<file path="src/design/scmr_pkg.sv">
`default_nettype none

package scmr_pkg;

   localparam int COEF_W      = 64;
   localparam int MOD_W       = 32;
   localparam int DIV_STAGES  = COEF_W;
   localparam int BACK_STAGES = 3;
   localparam int PIPE_DEPTH  = 1 + DIV_STAGES + BACK_STAGES;
   localparam int COUNT_W     = $clog2(PIPE_DEPTH + 1);

   localparam logic [MOD_W-1:0] MOD_RESET = 32'd1073479681;

   localparam logic OP_SET = 1'b0;
   localparam logic OP_ADD = 1'b1;

   typedef struct packed {
      logic              op;
      logic              neg;
      logic [MOD_W-1:0]  acc;
      logic [MOD_W-1:0]  rem;
      logic [COEF_W-1:0] mag;
   } scmr_item_type;

endpackage

`default_nettype wire

</file>
<file path="src/design/scmr_front.sv">
`default_nettype none

module scmr_front (
   input  wire                               clock,
   input  wire                               reset,
   input  wire                               enable,
   input  wire                               in_valid,
   input  wire                               operation,
   input  wire signed [scmr_pkg::COEF_W-1:0] coefficient,
   input  wire        [scmr_pkg::MOD_W-1:0]  accumulator,
   output logic                              out_valid,
   output scmr_pkg::scmr_item_type           out_item
);
   import scmr_pkg::*;

   scmr_item_type item_in;
   scmr_item_type item_ff;
   logic          valid_ff;

   always_comb begin
      item_in.op  = operation;
      item_in.neg = coefficient[COEF_W-1];
      item_in.acc = accumulator;
      item_in.rem = '0;
      // magnitude; the most negative value maps to 2^63 as unsigned
      item_in.mag = coefficient[COEF_W-1] ? (~coefficient + COEF_W'(1)) : coefficient;
   end

   always_ff @(posedge clock) begin
      if (reset) begin
         valid_ff <= 1'b0;
      end else if (enable) begin
         valid_ff <= in_valid;
      end
   end

   always_ff @(posedge clock) begin
      if (enable) begin
         item_ff <= item_in;
      end
   end

   assign out_valid = valid_ff;
   assign out_item  = item_ff;

endmodule

`default_nettype wire

</file>
<file path="config.mk">
export PLATFORM = sky130hd
export DESIGN_NAME = scmr_front
export DESIGN_NICKNAME = d
export VERILOG_FILES = /design/src/design/scmr_pkg.sv /design/src/design/scmr_front.sv
export SDC_FILE = /design/constraint.sdc
export NUM_CORES = 1
export LEC_CHECK = 0
export ABC_AREA = 1
export BUFFER_PORTS_ARGS = -buffer_cell sky130_fd_sc_hd__buf_2
export CORE_MARGIN = 4
export CORE_UTILIZATION = 40
export CTS_CLUSTER_SIZE = 12
export DETAILED_ROUTE_END_ITERATION = 10
export GPL_ROUTABILITY_DRIVEN = 0
export GPL_TIMING_DRIVEN = 0
export PLACE_DENSITY_LB_ADDON = 0.12
export SYNTH_ARGS = -nofsm -noshare
export SYNTH_HDL_FRONTEND = slang
export SYNTH_SLANG_ARGS = --single-unit
</file>
<file path="constraint.sdc">
create_clock -name clock -period 3.7 [get_ports clock]
set_clock_uncertainty 0.2 [all_clocks]
set_input_delay 0.925 -clock clock [delete_from_list [all_inputs] [get_ports clock]]
set_output_delay 0.925 -clock clock [all_outputs]
set_load 0.02 [all_outputs]
</file>
# Word-level counts from Yosys, hierarchy flattened
# Cells that the tools add are included.
# word_totals
ram_bits,0
n_memories,0
word_cells,9
in_bits,101
rom_bits,0
latchBits,0
reg_bits,99
out_inout_bits,131
# classes
n_bitwise,1
eq_ne,0
n_div,0
n_lt_le_gt_ge,0
shifts,0
reduce_logical,0
mux,1
addsub,1
n_mul,0
# op_table
op,n
64-bit by 2-bit adder with 64-bit output (second input constant),1
64-bit inverter,1
63-bit two-way mux,1

# Logic depth before layout (Yosys ltp)
# logic_depth
ltp_word,3
mapped_depth,10
ltp_nobuf,10

# Least setup slack after synthesis
# OpenSTA, ideal clock, no wires.
# synth_timing
path_type,input to register
startpoint,input port coefficient[1] (netlist name)
endpoint,"register item_ff, in the netlist out_item[62], data pin"
arrival_time_ns,1.880
setup_slack_ns,1.368
required_time_ns,3.248
path_stages,9
setup_time_ns,0.252
path_buffers,0
cell_sequence,inv_1 -> ha_1 -> nand3_1 -> inv_1 -> nand3_4 -> a21oi_4 -> nand2_1 -> nand2_1 -> nand2_1
# synth_rtl
element,line,text
"start, declared",scmr_front.sv:9,"input wire signed [scmr_pkg::COEF_W-1:0] coefficient,"
"end signal, assigned",scmr_front.sv:39,item_ff <= item_in;
"end, declared",scmr_front.sv:17,scmr_item_type item_ff;

==> run_results.csv <==
group,metric,value,unit
final_layout,final_core_util,0.536,
detailed_routing,drtIter0Drc,355,
power,power_frac_clock,0.330,
final_layout,diodes,0,
clock_network,clk_pin_slew_worst_paths,70,ps
critical_path,path_class,"input port to register",
sta,finalSetupViolCount,0,
clock_network,cts_num_sinks,99,
synth,yosys_warnings,0,
placement,dp_hpwl,12.7,mm
power,switching_share,0.284,
power,power_density,409,nW/um2
grt,grt_pass1_vias,4732,
critical_path,startpoint,"coefficient[63]",
grt,grt_max_degree,61,
worst_hold_path,hold_start,"out_valid$_SDFFE_PP0P_",
clock_network,cts_hold_buffers,0,
final_layout,fill_cells,1314,
placement,pre_cts_ws,880,ps
clock_network,cts.htree.levels,3,
power,power.internal,2080,uW
detailed_routing,wl_per_cell,15.3,um
sta,whs,291,ps
power,p_seq_frac,0.474,
floorplan,die_h,125,um
critical_path,cp-end-kind,"register",
synth,syn_area_per_cell,9.19,um2
critical_path,cpMostUsedCell,"nand2_1",
synth,ys_async_sr_fraction,0,
synth,synth_top_area_frac,0.542,
clock_network,cts_resized,0,
critical_path,rr_worst_depth,2,
floorplan,core-area,13200,um2
power,netSwitchingPower,825,uW
synth,synth_area_leaders,"edfxtp_1, nand2_1, nor2_1",
critical_path,crit_arrival,2400,ps
final_layout,syn2layout_area_growth,30.7,%
worst_hold_path,hold_depth,2,
sta,worst_pin_slew,588,ps
critical_path,rrSetupSlack,2930,ps
floorplan,die_width,125,um
grt,grt_pass1_wl,24.3,mm
sta,rsz0062_at_grt,"false",
power,combPwrFrac,0.196,
sta,finalCritPeriodShare,0.674,
grt,grt_use_total,0.197,
critical_path,endpoint,"out_item[49]$_DFFE_PP_",
run,drv_cap,0,
grt,grt-ovfl-total,0,
clock_network,post_cts_buffers,0,
sta,fmax,0.401,GHz
sta,drv_slew,0,
final_layout,stdcell_area,7090,um2
clock_network,clk_latency,340,ps
floorplan,start_util,0.410,
placement,port-buffer-count,199,
critical_path,cp_slowest_stage_delay,480,ps
power,peakVddDrop,242,uV
detailed_routing,drcViolationCount,0,
detailed_routing,totalWireLength,15.5,mm
synth,synth_ff_type,"edfxtp_1",
synth,yosysUniqueCellTypes,35,
sta,finalWorstSetupSlack,1210,ps
floorplan,fp-row-count,42,
detailed_routing,vias,4810,
critical_path,cp_num_cells,9,
power,p_leak,0.00319,uW
synth,yosysSeqAreaShare,0.546,
critical_path,worstPathRequired,3610,ps
final_layout,layout-drive-gt1-share,0.338,
critical_path,cp_cell_sequence,"buf_2 -> buf_4 -> inv_1 -> clkbuf_1 -> nor2_1 -> nor2_4 -> nand2_1 -> nand2_1 -> nand2_1",
final_layout,fin_nets,935,
critical_path,slowest_stage,"clkbuf_1",
critical_path,rr_startpoint,"out_valid$_SDFFE_PP0P_",
synth,synth_edf_count,98,
synth,synth_largest_area_cell,"edfxtp_1",
clock_network,root_buffer,"clkbuf_16",
clock_network,cts_buffers,9,
sta,relSlewSlack,0.608,
synth,synth_most_common_cell,"nand2_1",
critical_path,cp_num_buf_inv,4,
synth,synth_commonest_cells,"nand2_1, edfxtp_1, nor2_1",
synth,synth_seq_cells,99,
critical_path,startpoint_type,"input port",
sta,setup_tns,0,ps
detailed_routing,vias_per_cell,4.74,
sta,period_needed,2490,ps
critical_path,r2r-end,"out_valid$_SDFFE_PP0P_",
detailed_routing,drtPass1Iterations,5,
detailed_routing,ant_nets,0,
worst_hold_path,min_path_type,"register to register",
run_status,status,"completed",
floorplan,ios,232,
grt,antenna_found_initial,0,
critical_path,cpLargestDelayFamily,"buffers and inverters",
critical_path,crit_fanout,10,
placement,place_area,6790,um2
clock_network,cts_tree,"built",
sta,finalHoldViolations,0,
floorplan,dieArea,15500,um2
synth,synth_area,5430,um2
clock_network,clockBufferDepth,2,
synth,syn_inst,591,
-- state kept, by name (all words and copies together), names as in the netlist --
name	flops
out_item	98
out_valid	1
-- layout make-up --
class	count	area, um2	share of cell area
flip-flops and latches	99	2960	0.418
multi-input cells	445	2160	0.305
repair buffers	200	1030	0.145
plain buffers	40	279	0.0393
clock buffers	10	229	0.0323
well taps	176	220	0.0310
inverters	38	143	0.0201
clock inverters	6	73.8	0.0104
-- worst min path at each step --
stage                              to
5_1_grt        out_valid$_SDFFE_PP0P_
3_3_place_gp   out_valid$_SDFFE_PP0P_
4_1_cts        out_valid$_SDFFE_PP0P_
6_report       out_valid$_SDFFE_PP0P_
2_1_floorplan  out_valid$_SDFFE_PP0P_
3_5_place_dp   out_valid$_SDFFE_PP0P_
-- power by group through the flow --
stage	Clock, uW	Sequential (uW)	Combinational (uW)
6_report	958	1380	570
4_1_cts	979	1380	573
2_1_floorplan	0	1540	194
5_1_grt	1030	1390	620
3_5_place_dp	0	1400	571
3_3_place_gp	0	1400	562
-- tightest hold or removal path, stage by stage, from the launching register on --
cell and delay [ps]:
dfxtp_1 320, mux2i_1 60, nor2_1 70
-- cells in the final DEF (no fill, tap or decap), types with 12 or more instances in the layout --
cell,Yosys,routed
edfxtp_1,98,98
inv_1,38,38
nand3_1,37,37
xnor2_1,21,21
nand2_1,172,172
nor2_1,98,98
conb_1,1,32
xor2_1,15,15
o21ai_0,12,12
buf_4,33,34
buf_2,4,202
-- metrics by stage --
stage                     cells  total power [uW]
after CTS                  1014              2930
after global routing       1014              3040
after detailed placement    998              1970
after global placement      997              1960
after floorplan             622              1730
final                      1014              2900
-- cells by family after synthesis --
kind of cell | count (synthesis) | synth area share
simple gates | 352 | 0.284
flops | 99 | 0.546
buf+inv | 78 | 0.0777
xor+xnor | 36 | 0.0581
compound gates | 23 | 0.0295
fa+ha+maj | 1 | 0.00230
other cells | 1 | 0.000691
mux | 1 | 0.00184
-- layer usage --
metal | share of wire | global-route usage | vias up
met2 | 0.46 | 0.316 | 244
met3 | 0.094 | 0.0587 | 26
met5 | 0 | 0 | -
met1 | 0.42 | 0.253 | 2180
met4 | 0.021 | 0.0722 | 0
li1 | - | - | 2360
No activity file was read; power rests on OpenSTA's default activity.
