===== config.mk =====
export PLATFORM = sky130hd
export DESIGN_NAME = scmr_div_step
export DESIGN_NICKNAME = d
export VERILOG_FILES = /design/src/design/scmr_pkg.sv /design/src/design/scmr_div_step.sv
export SDC_FILE = /design/constraint.sdc
export NUM_CORES = 1
export LEC_CHECK = 0
export BUFFER_PORTS_ARGS = -buffer_cell sky130_fd_sc_hd__buf_4
export CAP_MARGIN = 15
export CELL_PAD_IN_SITES_DETAIL_PLACEMENT = 1
export CELL_PAD_IN_SITES_GLOBAL_PLACEMENT = 1
export CORE_MARGIN = 8
export CORE_UTILIZATION = 35
export DETAILED_ROUTE_END_ITERATION = 10
export PLACE_DENSITY = 0.78
export SLEW_MARGIN = 40
export SYNTH_ARGS = -nofsm -noshare
export SYNTH_HDL_FRONTEND = slang
export SYNTH_SLANG_ARGS = --single-unit

===== constraint.sdc =====
create_clock -name clock -period 3.7 [get_ports clock]
set_input_delay 0.74 -clock clock [delete_from_list [all_inputs] [get_ports clock]]
set_output_delay 0.74 -clock clock [all_outputs]
set_load 0.05 [all_outputs]

===== src/design/scmr_pkg.sv =====
`default_nettype none

package scmr_pkg;

   localparam int COEF_W      = 64;
   localparam int MOD_W       = 32;
   localparam int DIV_STAGES  = COEF_W;
   localparam int BACK_STAGES = 3;
   localparam int PIPE_DEPTH  = 1 + DIV_STAGES + BACK_STAGES;
   localparam int COUNT_W     = $clog2(PIPE_DEPTH + 1);

   localparam logic [MOD_W-1:0] MOD_RESET = 32'd1073479681;

   localparam logic OP_SET = 1'b0;
   localparam logic OP_ADD = 1'b1;

   typedef struct packed {
      logic              op;
      logic              neg;
      logic [MOD_W-1:0]  acc;
      logic [MOD_W-1:0]  rem;
      logic [COEF_W-1:0] mag;
   } scmr_item_type;

endpackage

`default_nettype wire


===== src/design/scmr_div_step.sv =====
`default_nettype none

module scmr_div_step (
   input  wire                              clock,
   input  wire                              reset,
   input  wire                              enable,
   input  wire                              in_valid,
   input  scmr_pkg::scmr_item_type          in_item,
   input  wire       [scmr_pkg::MOD_W-1:0]  modulus,
   output logic                             out_valid,
   output scmr_pkg::scmr_item_type          out_item
);
   import scmr_pkg::*;

   logic [MOD_W:0]   cand;
   logic [MOD_W+1:0] diff;
   scmr_item_type    item_in;
   scmr_item_type    item_ff;
   logic             valid_ff;

   // one restoring remainder step: shift in the next magnitude bit
   always_comb begin
      cand        = {in_item.rem, in_item.mag[COEF_W-1]};
      diff        = {1'b0, cand} - {2'b00, modulus};
      item_in     = in_item;
      item_in.rem = diff[MOD_W+1] ? cand[MOD_W-1:0] : diff[MOD_W-1:0];
      item_in.mag = {in_item.mag[COEF_W-2:0], 1'b0};
   end

   always_ff @(posedge clock) begin
      if (reset) begin
         valid_ff <= 1'b0;
      end else if (enable) begin
         valid_ff <= in_valid;
      end
   end

   always_ff @(posedge clock) begin
      if (enable) begin
         item_ff <= item_in;
      end
   end

   assign out_valid = valid_ff;
   assign out_item  = item_ff;

endmodule

`default_nettype wire


======== Yosys cells after proc, flatten, opt, wreduce, memory -nomap -nowiden ========
Index checks and enable logic that the tools add are counted.
word-level totals
  register bits after elaboration ......... 130
  bits of input ports ..................... 166
  output and inout port bits .............. 131
  word-level logic and storage cells ...... 8
operators by class
  add/sub/neg operators ................... 1
  muxes and demuxes ....................... 1
operator list
  cell              number
  $sub A33 B32 Y34  1
  $mux W32          1

======== Longest topological paths before layout ========
Gate-level depths: netlist (run 1).
  depth after elaboration ................. 2
  gate-level depth with buffers ........... 13
  depth with buffers taken out ............ 11

======== Least setup slack after synthesis (run 1) ========
OpenSTA, ideal clock, no wires.
  path kind ............................... input to register
  from .................................... input in_item[63] (netlist bit)
  to ...................................... register item_ff (netlist bit out_item[92]) (data pin)
  arrival ................................. 2.796 ns
  cell stages on the path ................. 11
  slack ................................... 0.643 ns
  cells stage by stage .................... inv_1 -> ha_1 -> fa_1 -> nand2b_1 -> a21oi_1 -> o311a_1 -> o31ai_2 -> a21oi_4 -> a31oi_4 -> and4bb_2 -> o32a_1
RTL lines
  what                    RTL line             source
  start: declaration      scmr_div_step.sv:8   input scmr_pkg::scmr_item_type in_item,
  end signal: assignment  scmr_div_step.sv:40  item_ff <= item_in;
  end: declaration        scmr_div_step.sv:18  scmr_item_type item_ff;

==> results.sh, run 1 <==
export IMPL_p_leak_nw=4.12
export IMPL_remaining_drc_errors=0
export IMPL_hp_start="in_item[112]"
export IMPL_antenna_found_initial=4
export IMPL_yosysTopAreaCellShare_pct=63.0
export IMPL_yosysSeqAreaShare_pct=63.3
export IMPL_placed_cell_area_sq_um=8610
export IMPL_ys_warn_count=0
export IMPL_syn_area_sq_um=6150
export IMPL_fmax_mhz=330
export IMPL_routed_wirelength_microns=24700
export IMPL_syn_to_final_growth_pct=50.3
export IMPL_async_flop_share_pct=0
export IMPL_critPathCaptureType="register"
export IMPL_worstPathArrival_ns=3.19
export IMPL_synthFlopType="edfxtp_1"
export IMPL_grt_overflow=0
export IMPL_rsz0062_at_grt="false"
export IMPL_cts_max_level=4
export IMPL_die_y_microns=149
export IMPL_fin_skew_ns=0
export IMPL_final_antenna_net_count=0
export IMPL_whs_ns=0.498
export IMPL_first_pass_iters=5
export IMPL_ys_ff_latch=130
export IMPL_ios=297
export IMPL_cts_root_buf="clkbuf_16"
export IMPL_cp_startpoint="in_item[63]"
export IMPL_required_ns=3.87
export IMPL_vias=5140
export IMPL_hold_path_class="in2reg"
export IMPL_finalCritPeriodShare_pct=81.8
export IMPL_min_period_ns=3.03
export IMPL_nNetsFinal=979
export IMPL_worstMarginPinSlew_ns=0.649
export IMPL_cts_max_path_buffers=2
export IMPL_insertion_delay_ns=0.41
export IMPL_slew_headroom_pct=56.7
export IMPL_crit_type="in2reg"
export IMPL_track_usage_pct=22.1
export IMPL_cts_resized=0
export IMPL_synth_commonest_cells="edfxtp_1, a21oi_1, inv_1"
export IMPL_yosysUniqueCellTypes=57
export IMPL_drv_cap=0
export IMPL_synthTopCellsByArea="edfxtp_1, ha_1, a21oi_1"
export IMPL_finalCoreUtilization_pct=53.6
export IMPL_cts_hold_buffers=0
export IMPL_grt_pass1_wl_microns=36300
export IMPL_die_x_microns=149
export IMPL_gp_congestion=0.867
export IMPL_powerDensity_nw_per_um2=545
export IMPL_r2r_start="out_valid"
export IMPL_clkSinkCount=130
export IMPL_post_synth_top_count_cell="edfxtp_1"
export IMPL_core_rowCount=48
export IMPL_portBuffers=295
export IMPL_synth_edff_count=129
export IMPL_design_die_area_sq_um=22100
export IMPL_dp_hpwl_microns=19700
export IMPL_fin_setup_tns_ns=0
export IMPL_initial_utilization_pct=35.7
export IMPL_finalHoldViolCount=0
export IMPL_cts_clk_slew_worst_paths_ns=0.06
export IMPL_routedWlPerCell_microns=24.3
export IMPL_yosys_area_top_type="edfxtp_1"
export IMPL_synth_nets=675
export IMPL_drt_iter0_drc=239
export IMPL_cts_made_buffers=17
export IMPL_drive_above_1_share_pct=43.9
export IMPL_post_cts_setup_buffers=0
export IMPL_grt_max_degree=52
export IMPL_drv_slew=0
export IMPL_critPathMaxFanout=4
export IMPL_reg2reg_slack_ns=3.04
export IMPL_setup_viol=0
export IMPL_synth_cells=476
export IMPL_avgSynthCellArea_sq_um=12.9
export IMPL_routed_via_density=5.05
export IMPL_status="finished clean"
export IMPL_peakVddDrop_mv=0.318
export IMPL_cts_tree="yes"
export IMPL_final_area_sq_um=9240
export IMPL_antennaDiodeCount=0
export IMPL_critPathLaunchType="input port"
export IMPL_coreArea_sq_um=17200
export IMPL_grt_pass1_vias=5524
==> flip-flops by register name (all words and copies together) (netlist names) <==
register,cells
out_item,129
out_valid,1
==> path summary, 6_finish.rpt <==
check,end,cells past startpoint
setup / recovery,out_item[92],12
hold / removal,out_item[112],1
setup reg to reg,out_valid,2
hold reg to reg,out_valid,2
==> kinds of logic after synthesis <==
logic type / share of synthesized area, %
fa+ha+maj: 6.84
buf+inv: 3.89
flops: 63.3
simple gates: 7.78
xor+xnor: 3.99
mux: 1.24
other cells: 0.0610
compound gates: 12.9
==> cell type report <==
cell class | count | area, sq um
fillers | 1829 | 8000
flip-flops and latches | 130 | 3890
repair buffers | 300 | 2260
multi-input cells | 291 | 2020
clock buffers | 18 | 429
well taps | 225 | 282
clock inverters | 14 | 201
inverters | 40 | 150
==> cells in the final DEF (no fill, tap or decap), types with 4 or more instances in the layout <==
| cell type | netlist | routed |
|---|---|---|
| buf_4 | 1 | 299 |
| edfxtp_1 | 129 | 129 |
| a21oi_1 | 53 | 53 |
| inv_1 | 40 | 40 |
| nor2_1 | 38 | 38 |
| ha_1 | 32 | 32 |
| nand2_1 | 27 | 26 |
| clkbuf_16 | 0 | 17 |
| a21o_1 | 16 | 16 |
| o21ai_0 | 15 | 15 |
| xnor2_1 | 15 | 15 |
| xor2_1 | 13 | 13 |
| a211oi_1 | 7 | 7 |
| nand3_1 | 6 | 6 |
| mux2_2 | 5 | 5 |
| nand2b_1 | 4 | 4 |
| nand4_1 | 4 | 4 |
| o21bai_1 | 4 | 4 |
| nor2b_1 | 4 | 4 |
| bufinv_16 | 0 | 4 |
| inv_6 | 0 | 4 |
==> metal layers <==
layer	wire length, microns	part of all wire, %	track usage, %
met1	9080	37	23.4
met4	522	2.1	6.78
met3	2230	9.0	8.26
met2	12900	52	39.8
met5	41	0.17	0
==> critical path, stage by stage <==
cell and delay (ns):
buf_4 0.08, inv_1 0.03, ha_1 0.21, fa_1 0.40, nand2b_1 0.19, a21oi_1 0.21, o311a_1 0.25, o31ai_2 0.12
a21oi_4 0.25, a31oi_4 0.13, and4bb_2 0.26, o32a_1 0.32
==> per-stage QoR <==
stage / power [mW] / std cells / worst slack (ns)
floorplan: 2.72 / 476 / 0.643
global placement: 3.22 / 986 / 0.364
detailed placement: 3.25 / 986 / 0.261
CTS: 5.09 / 1018 / 0.715
global route: 5.21 / 1018 / 0.496
finish: 5.04 / 1018 / 0.673
==> power breakdown <==
part           internal [mW]  switching, mW
clock network           1.14          0.678
registers               1.80         0.0526
logic                  0.463          0.908
total                   3.40           1.64
Note: power is estimated with default switching activity, not from simulation.
==> inputs of run 2 (changes only) <==
--- a/config.mk
+++ b/config.mk
@@ -5,14 +5,15 @@
 export SDC_FILE = /design/constraint.sdc
 export NUM_CORES = 1
 export LEC_CHECK = 0
+export ABC_AREA = 1
 export BUFFER_PORTS_ARGS = -buffer_cell sky130_fd_sc_hd__buf_4
 export CAP_MARGIN = 15
 export CELL_PAD_IN_SITES_DETAIL_PLACEMENT = 1
 export CELL_PAD_IN_SITES_GLOBAL_PLACEMENT = 1
 export CORE_MARGIN = 8
-export CORE_UTILIZATION = 35
+export CORE_UTILIZATION = 32
 export DETAILED_ROUTE_END_ITERATION = 10
-export PLACE_DENSITY = 0.78
+export PLACE_DENSITY = 0.75
 export SLEW_MARGIN = 40
 export SYNTH_ARGS = -nofsm -noshare
 export SYNTH_HDL_FRONTEND = slang
==> constraint.sdc (replaced) <==
create_clock -name clock -period 2.6 [get_ports clock]
set_input_delay 0.52 -clock clock [delete_from_list [all_inputs] [get_ports clock]]
set_output_delay 0.52 -clock clock [all_outputs]
set_load 0.05 [all_outputs]
==> results.sh, run 2 <==
export IMPL_status="finished clean"
export IMPL_post_synth_top_count_cell="nand2_1"
export IMPL_worstMarginPinSlew_ns=0.627
export IMPL_peakVddDrop_mv=0.414
export IMPL_portBuffers=295
export IMPL_cts_hold_buffers=0
export IMPL_synth_edff_count=129
export IMPL_fmax_mhz=464
export IMPL_hp_start="reset"
export IMPL_cts_max_level=4
export IMPL_slew_headroom_pct=58.2
export IMPL_post_cts_setup_buffers=0
export IMPL_routed_wirelength_microns=28100
export IMPL_cp_common_cell="nand2_1"
export IMPL_synth_cells=774
export IMPL_antenna_found_initial=2
export IMPL_drv_cap=0
export IMPL_coreArea_sq_um=21800
export IMPL_gp_congestion=0.879
export IMPL_whs_ns=0.260
export IMPL_finalHoldViolCount=0
export IMPL_grt_max_degree=46
export IMPL_min_to="out_valid"
export IMPL_slowest_delay_ns=0.39
export IMPL_layout_common_cells="buf_4, nand2_1, inv_1"
export IMPL_die_x_microns=165
export IMPL_drive_above_1_share_pct=33.6
export IMPL_r2r_end="out_valid"
export IMPL_cpMaxStageDelayCell="ha_1"
export IMPL_synthTopCellsByArea="edfxtp_1, nand2_1, inv_1"
export IMPL_critPathCaptureType="register"
export IMPL_finalCritPeriodShare_pct=82.9
export IMPL_vias=6378
export IMPL_powerDensity_nw_per_um2=698
export IMPL_ios=297
export IMPL_setup_ws_ns=0.445
export IMPL_first_pass_iters=4
export IMPL_setup_viol=0
export IMPL_final_area_sq_um=10300
export IMPL_crit_buf_inv=2
export IMPL_dp_hpwl_microns=23100
export IMPL_synth_nets=973
export IMPL_syn_area_sq_um=7080
export IMPL_finalCoreUtilization_pct=47.1
export IMPL_routed_via_density=4.62
export IMPL_largest_reg_flops=129
export IMPL_cts_resized=0
export IMPL_grt_pass1_vias=6723
export IMPL_place_ws_ns=0.0315
export IMPL_hold_depth=2
export IMPL_required_ns=2.77
export IMPL_yosysSeqAreaShare_pct=55.0
export IMPL_placed_cell_area_sq_um=9660
export IMPL_final_antenna_net_count=0
export IMPL_critPathLaunchType="input port"
export IMPL_yosys_area_top_type="edfxtp_1"
export IMPL_remaining_drc_errors=0
export IMPL_insertion_delay_ns=0.41
export IMPL_antennaDiodeCount=0
export IMPL_min_period_ns=2.16
export IMPL_drv_slew=0
export IMPL_drt_iter0_drc=319
export IMPL_rsz0062_at_grt="false"
export IMPL_cts_made_buffers=17
export IMPL_syn_to_final_growth_pct=45.0
export IMPL_p_leak_nw=5.19
export IMPL_reg2reg_slack_ns=1.99
export IMPL_initial_utilization_pct=32.5
export IMPL_worstPathArrival_ns=2.32
export IMPL_grt_pass1_wl_microns=40500
export IMPL_crit_type="in2reg"
export IMPL_routedWlPerCell_microns=20.4
export IMPL_avgSynthCellArea_sq_um=9.14
export IMPL_crit_family="simple AND/OR/NAND/NOR gates"
export IMPL_cts_clk_slew_worst_paths_ns=0.06
export IMPL_cts_tree="yes"
export IMPL_synth_commonest_cells="nand2_1, inv_1, edfxtp_1"
export IMPL_design_die_area_sq_um=27100
export IMPL_final_common_cell="buf_4"
export IMPL_nNetsFinal=1286
export IMPL_ys_warn_count=0
export IMPL_cts_max_path_buffers=2
export IMPL_fin_setup_tns_ns=0
export IMPL_r2r_worst_path_cells=2
export IMPL_clkSinkCount=130
export IMPL_critPathMaxFanout=4
export IMPL_track_usage_pct=20.2
export IMPL_crit_path_cell_trace="buf_4, ha_1, nand2_1, nor2_1, inv_1, nor2_1, nand4_1, nand3_1, nand2_1, nand3_2, nand2_1"
export IMPL_r2r_start="out_valid"
export IMPL_async_flop_share_pct=0
export IMPL_fin_skew_ns=0
export IMPL_synthFlopType="edfxtp_1"
export IMPL_yosysUniqueCellTypes=36
export IMPL_cts_root_buf="clkbuf_16"
export IMPL_die_y_microns=165
export IMPL_ys_ff_latch=130
export IMPL_hold_path_class="in2reg"
export IMPL_yosysTopAreaCellShare_pct=54.7
export IMPL_core_rowCount=54
export IMPL_grt_overflow=0
## run 2: where the power goes
| group | switching (mW) | internal, mW |
|---|---|---|
| combinational | 1.41 | 0.658 |
| sequential | 0.0643 | 2.55 |
| clock | 1.04 | 1.44 |
| total | 2.51 | 4.65 |
## run 2: metal layers
| metal | vias to the layer above | wire length [microns] | GRT usage, % |
|---|---|---|---|
| met5 | - | 34 | 0 |
| met4 | 4 | 549 | 5.90 |
| met3 | 35 | 2140 | 5.98 |
| met2 | 206 | 14400 | 36.8 |
| met1 | 3033 | 11000 | 22.2 |
| li1 | 3100 | - | - |
## run 2: worst max-delay path by stage
| stage | start | endpoint | cells after the start |
|---|---|---|---|
| after global placement | in_item[80] | out_item[83] | 11 |
| after CTS | in_item[63] | out_item[80] | 14 |
| after detailed placement | in_item[63] | out_item[80] | 14 |
| after floorplan | in_item[63] | out_item[80] | 13 |
| after global routing | modulus[14] | out_item[83] | 12 |
| final | in_item[77] | out_item[83] | 11 |
## run 2: final cells by class
type | instances | area, sq um
inverters | 147 | 552
fillers | 2570 | 11500
flip-flops and latches | 130 | 3890
clock inverters | 15 | 170
clock buffers | 17 | 425
well taps | 280 | 350
repair buffers | 304 | 2320
multi-input cells | 487 | 2550
## run 2: logic make-up (layout without fill, tap and decap cells)
logic type,count (synthesis),after routing,share of synthesized area [%]
AOI/OAI and AO/OA,24,24,1.82
xor gates and xnor gates,14,14,1.73
adders and majority gates,33,33,5.94
buffers and inverters,157,483,8.98
DFF,130,130,55.0
muxes,1,1,0.141
other,1,1,0.0530
and+or+nand+nor,414,414,26.3
## run 2: metrics by stage
step | power [mW] | std cells
after detailed placement | 4.75 | 1348
after floorplan | 3.94 | 774
final | 7.16 | 1380
after CTS | 7.25 | 1380
after global placement | 4.70 | 1348
after global routing | 7.46 | 1380
