<file path="src/design/scmr_pkg.sv">
`default_nettype none

package scmr_pkg;

   localparam int COEF_W      = 64;
   localparam int MOD_W       = 32;
   localparam int DIV_STAGES  = COEF_W;
   localparam int BACK_STAGES = 3;
   localparam int PIPE_DEPTH  = 1 + DIV_STAGES + BACK_STAGES;
   localparam int COUNT_W     = $clog2(PIPE_DEPTH + 1);

   localparam logic [MOD_W-1:0] MOD_RESET = 32'd1073479681;

   localparam logic OP_SET = 1'b0;
   localparam logic OP_ADD = 1'b1;

   typedef struct packed {
      logic              op;
      logic              neg;
      logic [MOD_W-1:0]  acc;
      logic [MOD_W-1:0]  rem;
      logic [COEF_W-1:0] mag;
   } scmr_item_type;

endpackage

`default_nettype wire

</file>
<file path="src/design/scmr_back.sv">
`default_nettype none

module scmr_back (
   input  wire                                     clock,
   input  wire                                     reset,
   input  wire [scmr_pkg::BACK_STAGES-1:0]         enable,
   input  wire                                     in_valid,
   input  scmr_pkg::scmr_item_type                 in_item,
   input  wire [scmr_pkg::MOD_W-1:0]               modulus,
   output logic [scmr_pkg::BACK_STAGES-1:0]        out_valid,
   output logic [scmr_pkg::MOD_W-1:0]              residue
);
   import scmr_pkg::*;

   logic [BACK_STAGES-1:0] valid_in;
   logic [BACK_STAGES-1:0] valid_ff;

   logic [MOD_W-1:0]   rem_in;
   logic [MOD_W-1:0]   rem_ff;
   logic               op_ff;
   logic [MOD_W-1:0]   acc_ff;
   logic [MOD_W:0]     sum_in;
   logic [MOD_W:0]     sum_ff;
   logic [MOD_W+1:0]   diff;
   logic [MOD_W-1:0]   residue_in;
   logic [MOD_W-1:0]   residue_ff;

   assign valid_in = {valid_ff[BACK_STAGES-2:0], in_valid};

   // sign fix: negative input maps to modulus minus remainder, zero stays zero, and a zero modulus gives zero
   always_comb begin
      if (modulus == '0) begin
         rem_in = '0;
      end else if (in_item.neg && (in_item.rem != '0)) begin
         rem_in = modulus - in_item.rem;
      end else begin
         rem_in = in_item.rem;
      end
   end

   assign sum_in = (op_ff == OP_ADD) ? ({1'b0, acc_ff} + {1'b0, rem_ff}) : {1'b0, rem_ff};

   always_comb begin
      diff       = {1'b0, sum_ff} - {2'b00, modulus};
      residue_in = diff[MOD_W+1] ? sum_ff[MOD_W-1:0] : diff[MOD_W-1:0];
   end

   always_ff @(posedge clock) begin
      if (reset) begin
         valid_ff <= '0;
      end else begin
         for (int i = 0; i < BACK_STAGES; i++) begin
            if (enable[i]) begin
               valid_ff[i] <= valid_in[i];
            end
         end
      end
   end

   always_ff @(posedge clock) begin
      if (enable[0]) begin
         rem_ff <= rem_in;
         op_ff  <= in_item.op;
         acc_ff <= in_item.acc;
      end
      if (enable[1]) begin
         sum_ff <= sum_in;
      end
      if (enable[2]) begin
         residue_ff <= residue_in;
      end
   end

   assign out_valid = valid_ff;
   assign residue   = residue_ff;

endmodule

`default_nettype wire

</file>
<file path="config.mk">
export PLATFORM = sky130hd
export DESIGN_NAME = scmr_back
export DESIGN_NICKNAME = d
export VERILOG_FILES = /design/src/design/scmr_pkg.sv /design/src/design/scmr_back.sv
export SDC_FILE = /design/constraint.sdc
export NUM_CORES = 1
export LEC_CHECK = 0
export BUFFER_PORTS_ARGS = -buffer_cell sky130_fd_sc_hd__buf_2
export CAP_MARGIN = 25
export CORE_MARGIN = 4
export CORE_UTILIZATION = 40
export DETAILED_ROUTE_END_ITERATION = 7
export PLACE_DENSITY_LB_ADDON = 0.1
export SETUP_SLACK_MARGIN = 0.3
export SLEW_MARGIN = 30
export SYNTH_ARGS = -nofsm -noshare
export SYNTH_HDL_FRONTEND = slang
export SYNTH_SLANG_ARGS = --single-unit
</file>
<file path="constraint.sdc">
create_clock -name clock -period 7.6 [get_ports clock]
set_clock_uncertainty 0.05 [all_clocks]
set_input_delay 0.38 -clock clock [delete_from_list [all_inputs] [get_ports clock]]
set_output_delay 0.38 -clock clock [all_outputs]
set_load 0.005 [all_outputs]
</file>
======== After elaboration in Yosys (flattened, before gate mapping) ========
Cells that the tools add are included.
operators by class
  add/sub/neg operators ................... 3
  multipliers ............................. 0
  div/mod/pow operators ................... 0
  order comparisons ....................... 0
  equal/unequal tests ..................... 0
  shift operators ......................... 0
  mux-type cells .......................... 3
  bitwise gates (word level) .............. 0
  reduce and logical (&&, ||, !) cells .... 3
operators with widths
  kind                          number
  2-to-1 mux 32 bit             3
  subtractor 33 x 32 -> 34 bit  1
  adder 32 x 32 -> 33 bit       1
  zero test 32 bit              1
  nonzero test 32 bit           1
  subtractor 32 bit             1
  logical AND 1 bit             1
word-level totals
  bits in registers ....................... 133
  bits in latches ......................... 0
  memory bits (writable) .................. 0
  memory bits (read-only) ................. 0
  input port bits ......................... 168
  output and inout bits ................... 35
  word-level logic and storage cells ...... 18
  memories kept ........................... 0

======== Logic depth before layout (Yosys ltp) ========
Gate-level depths: netlist (run 1).
  depth after elaboration ................. 3
  depth in mapped cells ................... 13
  depth with buffers taken out ............ 12

======== Worst setup path after synthesis (run 1) ========
Ideal clock, no wire load.
  kind .................................... register -> register
  from .................................... register rem_ff[0]
  to ...................................... register sum_ff[28], data pin
  setup time .............................. 260 ps
  arrival time ............................ 2734 ps
  required time ........................... 7290 ps
  path slack .............................. 4556 ps
  stages on the path, launching flop included .. 12
  buffers on the path ..................... 0
  period minus slack after synthesis ...... 3044 ps
  path through ............................ edfxtp_1 ha_1 fa_1 a21o_1 a21oi_1 nor3b_1 o2111a_1 o2111a_1 o221ai_1 o21ai_1 xor2_1 mux2_2
between the ends
  longest elaborated chain between the ends .. 2
ends and longest elaborated chain
  element                   line             source
  start: declaration        scmr_back.sv:19  logic [MOD_W-1:0] rem_ff;
  start signal: assignment  scmr_back.sv:62  rem_ff <= rem_in;
  adder 32 x 32 -> 33 bit   scmr_back.sv:41  assign sum_in = (op_ff == OP_ADD) ? ({1'b0, acc_ff} + {1'b0, rem_ff}) : {1'b0, rem_ff};
  2-to-1 mux 32 bit         scmr_back.sv:41
  via sum_in[28]            scmr_back.sv:22  logic [MOD_W:0] sum_in;
  end signal: assignment    scmr_back.sv:67  sum_ff <= sum_in;
  end: declaration          scmr_back.sv:23  logic [MOD_W:0] sum_ff;
The timed path passes the listed nets, and every way through them passes these cells.
A chain may end at the register's enable or synchronous reset.

======== Worst setup path after layout (run 1) ========
Same ends and word-level chain as after synthesis.

==> results of run 1 <==
==> sequential cells by signal, indices dropped and copies added, names as in the netlist <==
name	cells
acc_ff	32
out_valid	3
sum_ff	33
residue	32
op_ff	1
rem_ff	32
==> metal layers <==
layer | track usage (%) | routed length (um) | vias up
li1 | - | - | 4384
met1 | 29.1 | 14800 | 3848
met2 | 27.5 | 11900 | 202
met3 | 2.32 | 1220 | 24
met4 | 5.22 | 359 | 0
met5 | 0 | 0 | -
==> worst max path at each step <==
| stage | from | to | slack [ns] | depth (start not counted) |
|---|---|---|---|---|
| floorplan | rem_ff[0] | sum_ff[28] | 4.56 | 11 |
| finish | rem_ff[0] | sum_ff[28] | 4.14 | 11 |
| global placement | modulus[1] | residue[2] | 3.86 | 13 |
| detailed placement | modulus[1] | residue[31] | 3.83 | 13 |
| CTS | rem_ff[0] | sum_ff[28] | 4.12 | 11 |
| global route | rem_ff[0] | sum_ff[28] | 3.95 | 11 |
==> cell families (layout without fill, tap and decap cells) <==
kind of cell	count (synthesis)	in the layout	synth area share, %
muxes	62	62	7.28
and+or+nand+nor	291	291	13.4
buffers and inverters	117	257	4.58
xor gates and xnor gates	75	75	6.04
DFF	133	133	36.4
adders and majority gates	98	98	11.5
AOI/OAI and AO/OA	326	326	20.8
==> cells in the mapped netlist, drive strengths merged, types with 8 or more instances <==
| library cell | number |
|---|---|
| edfxtp | 130 |
| a21oi | 100 |
| ha | 95 |
| nor2 | 92 |
| inv | 81 |
| nand2 | 60 |
| a21o | 56 |
| mux2 | 56 |
| xnor2 | 52 |
| o21ai | 49 |
| clkbuf | 28 |
| xor2 | 23 |
| nand4 | 22 |
| nor2b | 19 |
| o21a | 19 |
| nor4 | 18 |
| nand3 | 16 |
| a31oi | 15 |
| a211oi | 14 |
| and3 | 12 |
| nor3 | 12 |
| nand2b | 9 |
| o211ai | 9 |
| buf | 8 |
| o31ai | 8 |
==> per-stage QoR <==
stage                     std cells  hold slack [ns]  util [%]  setup slack (ns)  total power [uW]
after CTS                      1583           0.0631      46.4              4.12              3060
final                          1583           0.0867      46.4              4.14              3040
after detailed placement       1551            0.431      44.1              3.83              2190
after global placement         1551            0.420      44.1              3.86              2180
after floorplan                1102            0.402         -              4.56              1920
after global routing           1583           0.0605      46.4              3.95              3240
==> power by group <==
part | internal, uW | switching (uW)
clock | 547 | 308
combinational | 561 | 596
sequential | 973 | 54.4
==> cell type report <==
class,count,area share [%]
multi-input combinational,852,51.5
sequential,133,31.8
timing repair buffer,144,5.90
clock buffer,19,3.47
tap,341,3.42
inverter,81,2.44
clock inverter,13,1.47
==> reports/qor_table.md, run 1 <==
| Step | Item | This run |
|---|---|---|
| status | Result of the run | finished clean |
| worst setup path | Max Fanout on Critical Path | 3 |
| place | Port Buffer Count | 138 |
| clock tree | Number of clock sinks seen by CTS | 133 |
| drt | Detailed Route WL | 28300 um |
| sta | Worst Max-Slew Pin Slew | 0.882 ns |
| worst hold path | Hold path start | in_item[129] |
| worst setup path | Type of destination of the critical path | flop |
| worst setup path | Type of the worst setup path | flop to flop |
| synthesis | Synthesized area per cell | 9.87 um^2 |
| sta | Final critical path time including I/O delays and setup | 3.46 ns |
| synthesis | Synthesized netlist net count | 1368 |
| cells and area | Antenna diodes | 0 |
| clock tree | Register clock-pin slew on the reported worst setup and hold paths | 0.06 ns |
| drt | Detailed-route DRC error count | 0 |
| clock tree | PostCTS Resize Cnt | 0 |
| power | Worst ir drop on vdd | 0.164 mV |
| cells and area | Register Area | 3960 um^2 |
| place | Post-DP HPWL | 22900 um |
| clock tree | Count of buffers added by post-CTS timing repair for setup | 0 |
| synthesis | Top post-synthesis cells by area | sky130_fd_sc_hd__edfxtp_1, sky130_fd_sc_hd__ha_1, sky130_fd_sc_hd__a21oi_1 |
| clock tree | Master cell of the clock root buffer | sky130_fd_sc_hd__clkbuf_16 |
| worst setup path | Worst reg2reg setup slack | 4.14 ns |
| die | Count of pins on the block boundary | 203 |
| clock tree | Hold-fix buffers at CTS | 0 |
| global route | Global-route usage over all layers | 18.8% |
| worst setup path | Worst reg2reg path endpoint | sum_ff[28] |
| synthesis | Share of synthesized area occupied by flip-flops and latches | 36.4% |
| worst hold path | Type of the most critical hold path | input port to flop |
| clock tree | Number of clock buffers inserted by TritonCTS | 17 |
| synthesis | Post-synthesis instance total | 1102 |
| cells and area | NumNets Final | 1495 |
| cells and area | Fraction of final layout cells sized beyond drive strength 1 | 20.6% |
| cells and area | Commonest non-fill, non-tap cells in the layout | sky130_fd_sc_hd__buf_2, sky130_fd_sc_hd__edfxtp_1, sky130_fd_sc_hd__a21oi_1 |
| worst setup path | CP most frequent cell | sky130_fd_sc_hd__o2111a_1 |
| cells and area | Fillers | 2634 |
| sta | Fin. max-slew vios | 0 |
| sta | Rel. slew slack | 41.1% |
| synthesis | Count of distinct cell types in the synthesized netlist | 81 |
| sta | Sum Neg Setup Slack | 0 ns |
| synthesis | Synthesized cell area | 10900 um^2 |
| clock tree | Clock latency of the later-clocked register in the worst-skew pair | 0.42 ns |
| worst setup path | Crit path launch type | flop |
| cells and area | Area grow syn2layout | 14.6% |
| power | PD cells | 244 nW/um^2 |
| synthesis | Number of flops mapped to enable cells by yosys | 130 |
| clock tree | Number of buffers on the longest clock path | 2 |
| global route | Congestion Overflow GR | 0 |
| synthesis | Count of warnings emitted by yosys | 0 |
| die | Starting density of the core | 40.5% |
| synthesis | Flip-flop and latch count after synthesis | 133 |
| die | Die outline width | 173 um |
| global route | Largest net degree at the start of global routing | 67 |
| die | Die area | 29900 um^2 |
| power | Lkg Pwr | 0.00546 uW |
| die | Area of the core region | 26900 um^2 |
| cells and area | Finished layout cell area | 12500 um^2 |
| clock tree | H-Tree Depth | 4 |
| cells and area | Multi-input gate area | 6420 um^2 |
| worst setup path | Req. time, crit path | 7.71 ns |
| worst setup path | Library cell contributing the largest single delay on the critical path | sky130_fd_sc_hd__fa_1 |
| drt | Avg Vias per Cell | 5.34 |
| worst setup path | Critical path buffers and inverters | 0 |
| die | Die Height | 173 um |
| synthesis | Post-synth top area share | 35.9% |
| sta | Unrepaired setup endpoints after global routing | false |
| worst setup path | Kind of cell with the highest combined delay on the critical path | compound AO/OA/AOI/OAI gates |
| sta | Number of hold violations in the final report | 0 |
| place | Area of placed instances | 11900 um^2 |
| worst setup path | Source of the worst register-to-register timing path | rem_ff[0] |
| drt | Violation count after the first detailed-routing iteration | 447 |
| global route | Initial antenna violation count | 0 |
| worst hold path | Cells on Worst Hold Path | 1 |
| worst hold path | Endpoint of the worst hold path | op_ff |
| drt | 1st-pass router iterations | 4 |
| drt | Post-detailed-route wirelength per cell | 17.9 um |
| synthesis | Async set-or-reset flop fraction in the synthesized netlist | 0% |
| job | Maximum capacitance violations | 0 |
| synthesis | Biggest area consumer among synthesized cells | sky130_fd_sc_hd__edfxtp_1 |
| global route | Vias in the first global route | 8333 |
| global route | Wire length of the first global-routing pass | 45100 um |
| cells and area | Leading cell type in the layout, fill and taps excluded | sky130_fd_sc_hd__buf_2 |
| worst setup path | Cell-by-cell listing of the critical path | ha_1, fa_1, a21o_1, a21oi_1, nor3b_1, o2111a_1, o2111a_1, o221ai_1, o21ai_1, xor2_1, mux2_2 |
| clock tree | TritonCTS clock tree | done |
| drt | Detail Route Antenna Nets | 0 |
| drt | Routed via count | 8458 |
| synthesis | Synth Flop Type | sky130_fd_sc_hd__edfxtp_1 |
| worst setup path | Cell depth of the worst flop-to-flop path | 11 |
| die | Cell Rows | 60 |
| worst setup path | Highest cell delay on the worst timing path | 0.42 ns |
| sta | Final-report setup violation count | 0 |
| worst setup path | Data arrival time at the worst-slack endpoint | 3.57 ns |
| sta | Achievable frequency | 289 MHz |
| sta | Fin crit share | 45.6% |
| place | Gpl congestion | 0.882 |
Note: power is estimated with default switching activity, not from simulation.
==> inputs of run 2 (changes only) <==
--- a/config.mk
+++ b/config.mk
@@ -5,6 +5,7 @@
 export SDC_FILE = /design/constraint.sdc
 export NUM_CORES = 1
 export LEC_CHECK = 0
+export ABC_AREA = 1
 export BUFFER_PORTS_ARGS = -buffer_cell sky130_fd_sc_hd__buf_2
 export CAP_MARGIN = 25
 export CORE_MARGIN = 4
==> constraint.sdc (replaced) <==
create_clock -name clock -period 3.27 [get_ports clock]
set_clock_uncertainty 0.05 [all_clocks]
set_input_delay 0.1635 -clock clock [delete_from_list [all_inputs] [get_ports clock]]
set_output_delay 0.1635 -clock clock [all_outputs]
set_load 0.005 [all_outputs]
==> reports/qor_table.md, run 2 <==
| Step | Item | This run | Delta |
|---|---|---|---|
| worst setup path | Crit path launch type | flop |  |
| drt | 1st-pass router iterations | 5 | +1 |
| clock tree | Number of clock buffers inserted by TritonCTS | 17 | unchanged |
| die | Cell Rows | 64 | +6.7% |
| cells and area | Finished layout cell area | 14600 um^2 | +17% |
| place | Area of placed instances | 13700 um^2 | +16% |
| status | Result of the run | finished clean |  |
| cells and area | Fraction of final layout cells sized beyond drive strength 1 | 9.44% | -11 points |
| cells and area | Commonest non-fill, non-tap cells in the layout | sky130_fd_sc_hd__nand2_1, sky130_fd_sc_hd__inv_1, sky130_fd_sc_hd__nor2_1 |  |
| place | Port Buffer Count | 138 | unchanged |
| synthesis | Biggest area consumer among synthesized cells | sky130_fd_sc_hd__edfxtp_1 |  |
| cells and area | Largest register FFs | 33 | unchanged |
| worst setup path | Cell depth of the worst flop-to-flop path | 13 | +2 |
| drt | Routed met3 length | 1580 um | +30% |
| sta | Rel. slew slack | 36.5% | -4.5 points |
| synthesis | Dominant cell by count in the synthesized netlist | sky130_fd_sc_hd__nand2_1 |  |
| power | Lkg Pwr | 0.00808 uW | +48% |
| sta | Worst Max-Slew Pin Slew | 0.946 ns | +0.0644 ns |
| cells and area | Leading cell type in the layout, fill and taps excluded | sky130_fd_sc_hd__nand2_1 |  |
| clock tree | TritonCTS clock tree | done |  |
| clock tree | Register clock-pin slew on the reported worst setup and hold paths | 0.06 ns | about the same |
| synthesis | Async set-or-reset flop fraction in the synthesized netlist | 0% | unchanged |
| synthesis | Synthesized area per cell | 6.48 um^2 | -34% |
| die | Area of the core region | 30800 um^2 | +15% |
| global route | Global-route usage over all layers | 23.2% | +4.4 points |
| power | Int Power | 4220 uW | +100% |
| cells and area | Fraction of the core area covered by cells at the end of the flow | 47.3% | +0.90 points |
| drt | Wl on met1 | 18600 um | +26% |
| synthesis | Count of warnings emitted by yosys | 0 | unchanged |
| die | Die outline width | 185 um | +7.2% |
| place | Gpl congestion | 0.929 | +5.4% |
| synthesis | Synthesized cell area | 12600 um^2 | +16% |
| synthesis | Share of synthesized area occupied by flip-flops and latches | 31.5% | -4.9 points |
| drt | Detailed-route DRC error count | 0 | unchanged |
| synthesis | Count of distinct cell types in the synthesized netlist | 42 | -48% |
| cells and area | Antenna diodes | 0 | unchanged |
| synthesis | Flip-flop and latch count after synthesis | 133 | unchanged |
| worst setup path | Req. time, crit path | 3.38 ns | -4.33 ns |
| global route | Largest net degree at the start of global routing | 67 | unchanged |
| synthesis | Post-synth top area share | 31.1% | -4.8 points |
| sta | Fin. max-slew vios | 0 | unchanged |
| clock tree | Clock latency of the later-clocked register in the worst-skew pair | 0.42 ns | about the same |
| cells and area | NumNets Final | 2383 | +59% |
| cells and area | Area grow syn2layout | 15.9% |  |
| clock tree | Number of clock sinks seen by CTS | 133 | unchanged |
| synthesis | Synthesized netlist net count | 2206 | +61% |
| synthesis | Top post-synthesis cells by area | sky130_fd_sc_hd__edfxtp_1, sky130_fd_sc_hd__nand2_1, sky130_fd_sc_hd__inv_1 |  |
| sta | Final-report setup violation count | 0 | unchanged |
| synthesis | Portion of netlist area occupied by mux cells | 0.239% | -7.0 points |
| global route | Initial antenna violation count | 0 | unchanged |
| sta | Sum Neg Setup Slack | 0 ns | unchanged |
| worst setup path | Data arrival time at the worst-slack endpoint | 2.65 ns | -0.92 ns |
| synthesis | Fraction of the mapped netlist area in adder cells | 9.93% | -1.5 points |
| die | Die Height | 185 um | +7.2% |
| cells and area | Register containing the most flip-flops in the final layout | sum_ff |  |
| synthesis | Simple-Gate Fraction of Synth Area | 36.5% | +23 points |
| drt | Detail Route Antenna Nets | 0 | unchanged |
| die | Starting density of the core | 40.8% | +0.30 points |
| worst setup path | Max Fanout on Critical Path | 34 | +31 |
| clock tree | H-Tree Depth | 4 | unchanged |
| drt | Violation count after the first detailed-routing iteration | 801 | +79% |
| worst hold path | Cells on Worst Hold Path | 3 | +2 |
| synthesis | Number of flops mapped to enable cells by yosys | 130 | unchanged |
| global route | Congestion Overflow GR | 0 | unchanged |
| drt | Detailed Route WL | 39500 um | +40% |
| worst hold path | Type of the most critical hold path | input port to flop |  |
| synthesis | Area share of xor/xnor cells in the synthesized design | 3.07% | -3.0 points |
| worst setup path | Type of the worst setup path | flop to flop |  |
| clock tree | Number of buffers on the longest clock path | 2 | unchanged |
| cells and area | Multi-input gate area | 7030 um^2 | +9.4% |
| clock tree | PostCTS Resize Cnt | 0 | unchanged |
| die | Die area | 34300 um^2 | +15% |
| power | Proportion of power drawn by combinational gates | 39.8% | +1.7 points |
| synthesis | Synth Flop Type | sky130_fd_sc_hd__edfxtp_1 |  |
| power | PD cells | 463 nW/um^2 | +90% |
| clock tree | Count of buffers added by post-CTS timing repair for setup | 0 | unchanged |
| power | Worst ir drop on vdd | 0.258 mV | +57% |
| drt | Post-detailed-route wirelength per cell | 15.6 um | -12% |
| sta | Unrepaired setup endpoints after global routing | false |  |
| synthesis | Compound-gate portion of the synthesized area | 6.15% | -15 points |
| drt | Avg Vias per Cell | 4.90 | -8.3% |
| power | Switching part of the total power | 37.5% | +6.0 points |
| sta | Final critical path time including I/O delays and setup | 2.54 ns | -0.924 ns |
| synthesis | Leading post-synthesis cells by instance count | sky130_fd_sc_hd__nand2_1, sky130_fd_sc_hd__inv_1, sky130_fd_sc_hd__nor2_1 |  |
| power | Net switching power of the design | 2530 uW | +160% |
| synthesis | Dominant combinational cell family by area after synthesis | simple AND/OR/NAND/NOR gates |  |
| power | Register share of total power | 34.4% | +0.6 points |
| cells and area | Fillers | 3187 | +21% |
| job | Maximum capacitance violations | 0 | unchanged |
| sta | Fin crit share | 77.7% | +32 points |
| drt | Routed via count | 12382 | +46% |
| drt | Highest routed metal layer | met4 |  |
| power | Clock share of power | 25.7% | -2.4 points |
| die | Count of pins on the block boundary | 203 | unchanged |
| worst setup path | Type of destination of the critical path | flop |  |
| drt | WL met2 | 18000 um | +51% |
| sta | Number of hold violations in the final report | 0 | unchanged |
| cells and area | Register Area | 3960 um^2 | unchanged |
| clock tree | Master cell of the clock root buffer | sky130_fd_sc_hd__clkbuf_16 |  |
| global route | Wire length of the first global-routing pass | 61700 um | +37% |
| global route | Vias in the first global route | 12004 | +44% |
| sta | Achievable frequency | 394 MHz | +36% |
| synthesis | Post-synthesis instance total | 1940 | +76% |
| place | Post-DP HPWL | 32600 um | +42% |
==> run 2: per-stage QoR <==
step | power [uW] | setup slack [ns] | hold WS (ns) | std cells
after floorplan | 4220 | 1.28 | 0.186 | 1940
after global placement | 4970 | 0.745 | 0.289 | 2459
after detailed placement | 5000 | 0.724 | 0.292 | 2459
after CTS | 6780 | 0.733 | 0.0172 | 2526
after global routing | 7290 | 0.589 | 0.0413 | 2526
final | 6750 | 0.730 | 0.0420 | 2526
==> run 2: cell families after synthesis <==
family	count (synthesis)
multiplexers	3
buffers and inverters	411
adder cells (fa/ha/maj)	98
AO/OA/AOI/OAI	142
XOR/XNOR	44
AND/OR/NAND/NOR	1109
flip-flops	133
==> run 2: critical path, stage by stage, from the launching register on <==
cell	delay, ns
sky130_fd_sc_hd__edfxtp_1	0.43
sky130_fd_sc_hd__ha_1	0.38
sky130_fd_sc_hd__nand2_1	0.17
sky130_fd_sc_hd__inv_2	0.04
sky130_fd_sc_hd__nand2_1	0.05
sky130_fd_sc_hd__nand3_1	0.12
sky130_fd_sc_hd__nand2_1	0.09
sky130_fd_sc_hd__nand2_1	0.06
sky130_fd_sc_hd__inv_1	0.10
sky130_fd_sc_hd__nand2_4	0.07
sky130_fd_sc_hd__nand2_4	0.25
sky130_fd_sc_hd__nand2_8	0.22
sky130_fd_sc_hd__nand2_1	0.13
sky130_fd_sc_hd__nand2_1	0.09
==> run 2: repair_timing <==
action                     CTS  global route
hold buffers                35             0
hold endpoints to repair    36             0
setup endpoints to repair    0             0
==> run 2: cell type report <==
type,instances,share of cell area [%]
Multi-Input combinational cell,1396,48.2
Sequential cell,133,27.2
Inverter,387,9.97
Timing Repair Buffer,182,7.61
Clock buffer,27,3.45
Tap cell,396,3.40
Clock inverter,5,0.189
==> run 2: path summary, 6_finish.rpt <==
path / startpoint / end / slack (ns)
max: sum_ff[11] / residue[16] / 0.73
max reg2reg: sum_ff[11] / residue[16] / 0.73
min reg2reg: out_valid[2] / out_valid[2] / 0.44
min: in_item[64] / rem_ff[0] / 0.04
==> run 2: power by group through the flow <==
stage | clock [uW] | combinational (uW) | sequential [uW]
floorplan | 0 | 1890 | 2330
global placement | 0 | 2610 | 2360
detailed placement | 0 | 2640 | 2360
CTS | 1770 | 2680 | 2320
global route | 1860 | 3080 | 2350
finish | 1740 | 2690 | 2330
==> run 2: routing by layer <==
| layer | vias up | global-route usage (%) |
|---|---|---|
| li1 | 6426 | - |
| met1 | 5552 | 31.0 |
| met2 | 340 | 38.5 |
| met3 | 64 | 2.67 |
| met4 | 0 | 9.07 |
| met5 | - | 0 |
==> inputs of run 3 (changes only) <==
==> constraint.sdc (replaced) <==
create_clock -name clock -period 2.16 [get_ports clock]
set_clock_uncertainty 0.05 [all_clocks]
set_input_delay 0.108 -clock clock [delete_from_list [all_inputs] [get_ports clock]]
set_output_delay 0.108 -clock clock [all_outputs]
set_load 0.005 [all_outputs]
==> reports/qor_table.md, run 3 (same netlist as run 2, synthesis figures left out) <==
| Step | Item | This run | Delta |
|---|---|---|---|
| worst setup path | Worst reg2reg path endpoint | sum_ff[28] |  |
| drt | Detailed Route WL | 45800 um | +16% |
| status | Result of the run | finished, violations left |  |
| clock tree | H-Tree Depth | 4 | unchanged |
| worst setup path | Library cell contributing the largest single delay on the critical path | sky130_fd_sc_hd__edfxtp_1 |  |
| clock tree | Number of clock sinks seen by CTS | 133 | unchanged |
| cells and area | Largest register FFs | 33 | unchanged |
| worst setup path | Worst reg2reg setup slack | -0.02 ns | -0.75 ns |
| worst setup path | Cell-by-cell listing of the critical path | ha_4, nand2_1, nand2_1, o21bai_1, nand2_1, nand3b_1, nand2_2, nand2_1, nand2_1, nand3_1, nand2_1 |  |
| cells and area | Fraction of final layout cells sized beyond drive strength 1 | 34.2% | +25 points |
| die | Die area | 34300 um^2 | unchanged |
| die | Area of the core region | 30800 um^2 | unchanged |
| drt | Violation count after the first detailed-routing iteration | 903 | +13% |
| sta | Achievable frequency | 459 MHz | +17% |
| cells and area | NumNets Final | 2587 | +8.6% |
| global route | Initial antenna violation count | 0 | unchanged |
| drt | Avg Vias per Cell | 5.08 | +3.7% |
| worst setup path | Source of the worst register-to-register timing path | rem_ff[7] |  |
| worst hold path | Hold path start | in_item[68] |  |
| drt | Detail Route Antenna Nets | 0 | unchanged |
| worst hold path | Endpoint of the worst hold path | rem_ff[4] |  |
| global route | Global-route usage over all layers | 24.5% | +1.3 points |
| global route | Grt met3 use | 2.65% | -0.020 points |
| global route | Largest net degree at the start of global routing | 67 | unchanged |
| cells and area | Antenna diodes | 0 | unchanged |
| worst hold path | Cells on Worst Hold Path | 3 | unchanged |
| sta | Fin crit share | 101% | +23 points |
| job | Maximum capacitance violations | 0 | unchanged |
| place | Port Buffer Count | 138 | unchanged |
| global route | Wire length of the first global-routing pass | 65800 um | +6.6% |
| sta | Worst Max-Slew Pin Slew | 0.748 ns | -0.198 ns |
| clock tree | Master cell of the clock root buffer | sky130_fd_sc_hd__clkbuf_16 |  |
| global route | Routing usage on met1 | 31.9% | +0.85 points |
| die | Starting density of the core | 40.8% | unchanged |
| drt | Detailed-route DRC error count | 0 | unchanged |
| worst setup path | Max Fanout on Critical Path | 4 | -88% |
| die | Cell Rows | 64 | unchanged |
| cells and area | Area grow syn2layout | 50.0% |  |
| die | Die Height | 185 um | unchanged |
| worst setup path | Data arrival time at the worst-slack endpoint | 2.29 ns | -0.36 ns |
| clock tree | Number of clock buffers inserted by TritonCTS | 17 | unchanged |
| cells and area | Commonest non-fill, non-tap cells in the layout | sky130_fd_sc_hd__nand2_1, sky130_fd_sc_hd__inv_1, sky130_fd_sc_hd__buf_4 |  |
| worst setup path | Highest cell delay on the worst timing path | 0.45 ns | +0.02 ns |
| sta | Final worst setup slack | -0.0174 ns | -0.747 ns |
| status | Failing checks | negative setup slack |  |
| global route | GRT busiest layer | met2 |  |
| worst setup path | CP most frequent cell | sky130_fd_sc_hd__nand2_1 |  |
| worst setup path | Type of destination of the critical path | flop |  |
| worst hold path | Type of the most critical hold path | input port to flop |  |
| worst setup path | Req. time, crit path | 2.27 ns | -1.11 ns |
| clock tree | Clock latency of the later-clocked register in the worst-skew pair | 0.42 ns | about the same |
| worst setup path | Type of the worst setup path | flop to flop |  |
| sta | Rel. slew slack | 50.1% | +14 points |
| sta | Fin. max-slew vios | 0 | unchanged |
| cells and area | Register containing the most flip-flops in the final layout | sum_ff |  |
| power | Post-layout total power | 13100 uW | +94% |
| sta | Unrepaired setup endpoints after global routing | true |  |
| global route | Vias in the first global route | 13069 | +8.9% |
| sta | Final critical path time including I/O delays and setup | 2.18 ns | -0.363 ns |
| sta | Number of hold violations in the final report | 0 | unchanged |
| drt | Routed via count | 13875 | +12% |
| place | Post-DP HPWL | 32900 um | +0.72% |
| clock tree | Number of buffers on the longest clock path | 2 | unchanged |
| die | Count of pins on the block boundary | 203 | unchanged |
| clock tree | TritonCTS clock tree | done |  |
| cells and area | Leading cell type in the layout, fill and taps excluded | sky130_fd_sc_hd__nand2_1 |  |
| place | Gpl congestion | 0.987 | +6.2% |
| die | Die outline width | 185 um | unchanged |
| drt | Post-detailed-route wirelength per cell | 16.8 um | +7.2% |
| drt | 1st-pass router iterations | 7 | +2 |
| place | Placed cell count | 2543 | +3.4% |
| worst setup path | Cell depth of the worst flop-to-flop path | 11 | -2 |
| global route | Congestion Overflow GR | 0 | unchanged |
| clock tree | Register clock-pin slew on the reported worst setup and hold paths | 0.05 ns | about the same |
| worst setup path | Crit path launch type | flop |  |
| sta | Final-report setup violation count | 4 | +4 |
| power | PD cells | 694 nW/um^2 | +50% |
| power | Lkg Pwr | 0.00972 uW | +20% |
| power | Worst ir drop on vdd | 0.456 mV | +77% |
| cells and area | Final Instance Count excl. Fillers | 2730 | +8.1% |
| global route | GRT met2 Usage | 41.2% | +2.7 points |
[run 3: how the worst max path moves through the flow]
stage | to | slack (ns) | cells past startpoint | from
after floorplan | residue[19] | 0.26 | 11 | sum_ff[6]
after global placement | rem_ff[28] | 0.001 | 14 | modulus[0]
after detailed placement | rem_ff[28] | -0.03 | 14 | modulus[0]
after CTS | sum_ff[28] | 0.05 | 10 | rem_ff[0]
after global routing | sum_ff[28] | -0.09 | 11 | rem_ff[7]
final | sum_ff[28] | -0.02 | 11 | rem_ff[7]
[run 3: area by class of cell]
cell class,instances,area (um^2)
Tap cell,396,495
Multi-Input combinational cell,1402,9590
Sequential cell,133,3960
Inverter,387,1460
Timing Repair Buffer,380,2780
Clock buffer,27,513
Fill cell,2695,12000
Clock inverter,5,50.0
[run 3: power breakdown]
| part | total (uW) | switching [uW] | internal (uW) |
|---|---|---|---|
| logic | 6710 | 3780 | 2930 |
| clock network | 2780 | 1050 | 1730 |
| registers | 3600 | 253 | 3340 |
| total | 13100 | 5090 | 8000 |
[run 3: per-layer routing]
metal  share of wire, %  wire length [um]
met5                  0                 0
met4                5.3              2410
met3                5.2              2390
met2                 47             21400
met1                 43             19600
[run 3: stage by stage]
step           worst slack [ns]  cell area, um^2  utilization (%)  setup TNS [ns]  hold WS [ns]
6_report                -0.0174            18900             61.2         -0.0354        0.0333
5_1_grt                 -0.0935            18900             61.2           -1.16        0.0440
4_1_cts                  0.0547            17500             56.7               0       0.00860
3_5_place_dp            -0.0295            14600             47.5         -0.0956         0.237
3_3_place_gp            0.00119            14600             47.5               0         0.235
2_1_floorplan             0.261            12900                -               0         0.130
[run 3: worst max-delay path, delay by kind of cell (launching register included)]
| family | cells | cell delay [ns] |
|---|---|---|
| DFF | 1 | 0.45 |
| and+or+nand+nor | 9 | 0.93 |
| AOI/OAI and AO/OA | 1 | 0.12 |
| adders and majority gates | 1 | 0.37 |
[run 3: repair_timing]
action / in CTS / in global routing
pin swaps: 104 / 136
buffers inserted: 72 / 38
cloned: 7 / 1
hold buffers: 37 / 0
setup endpoints to repair: 57 / 61
gates resized for setup: 261 / 260
hold endpoints to repair: 38 / 0
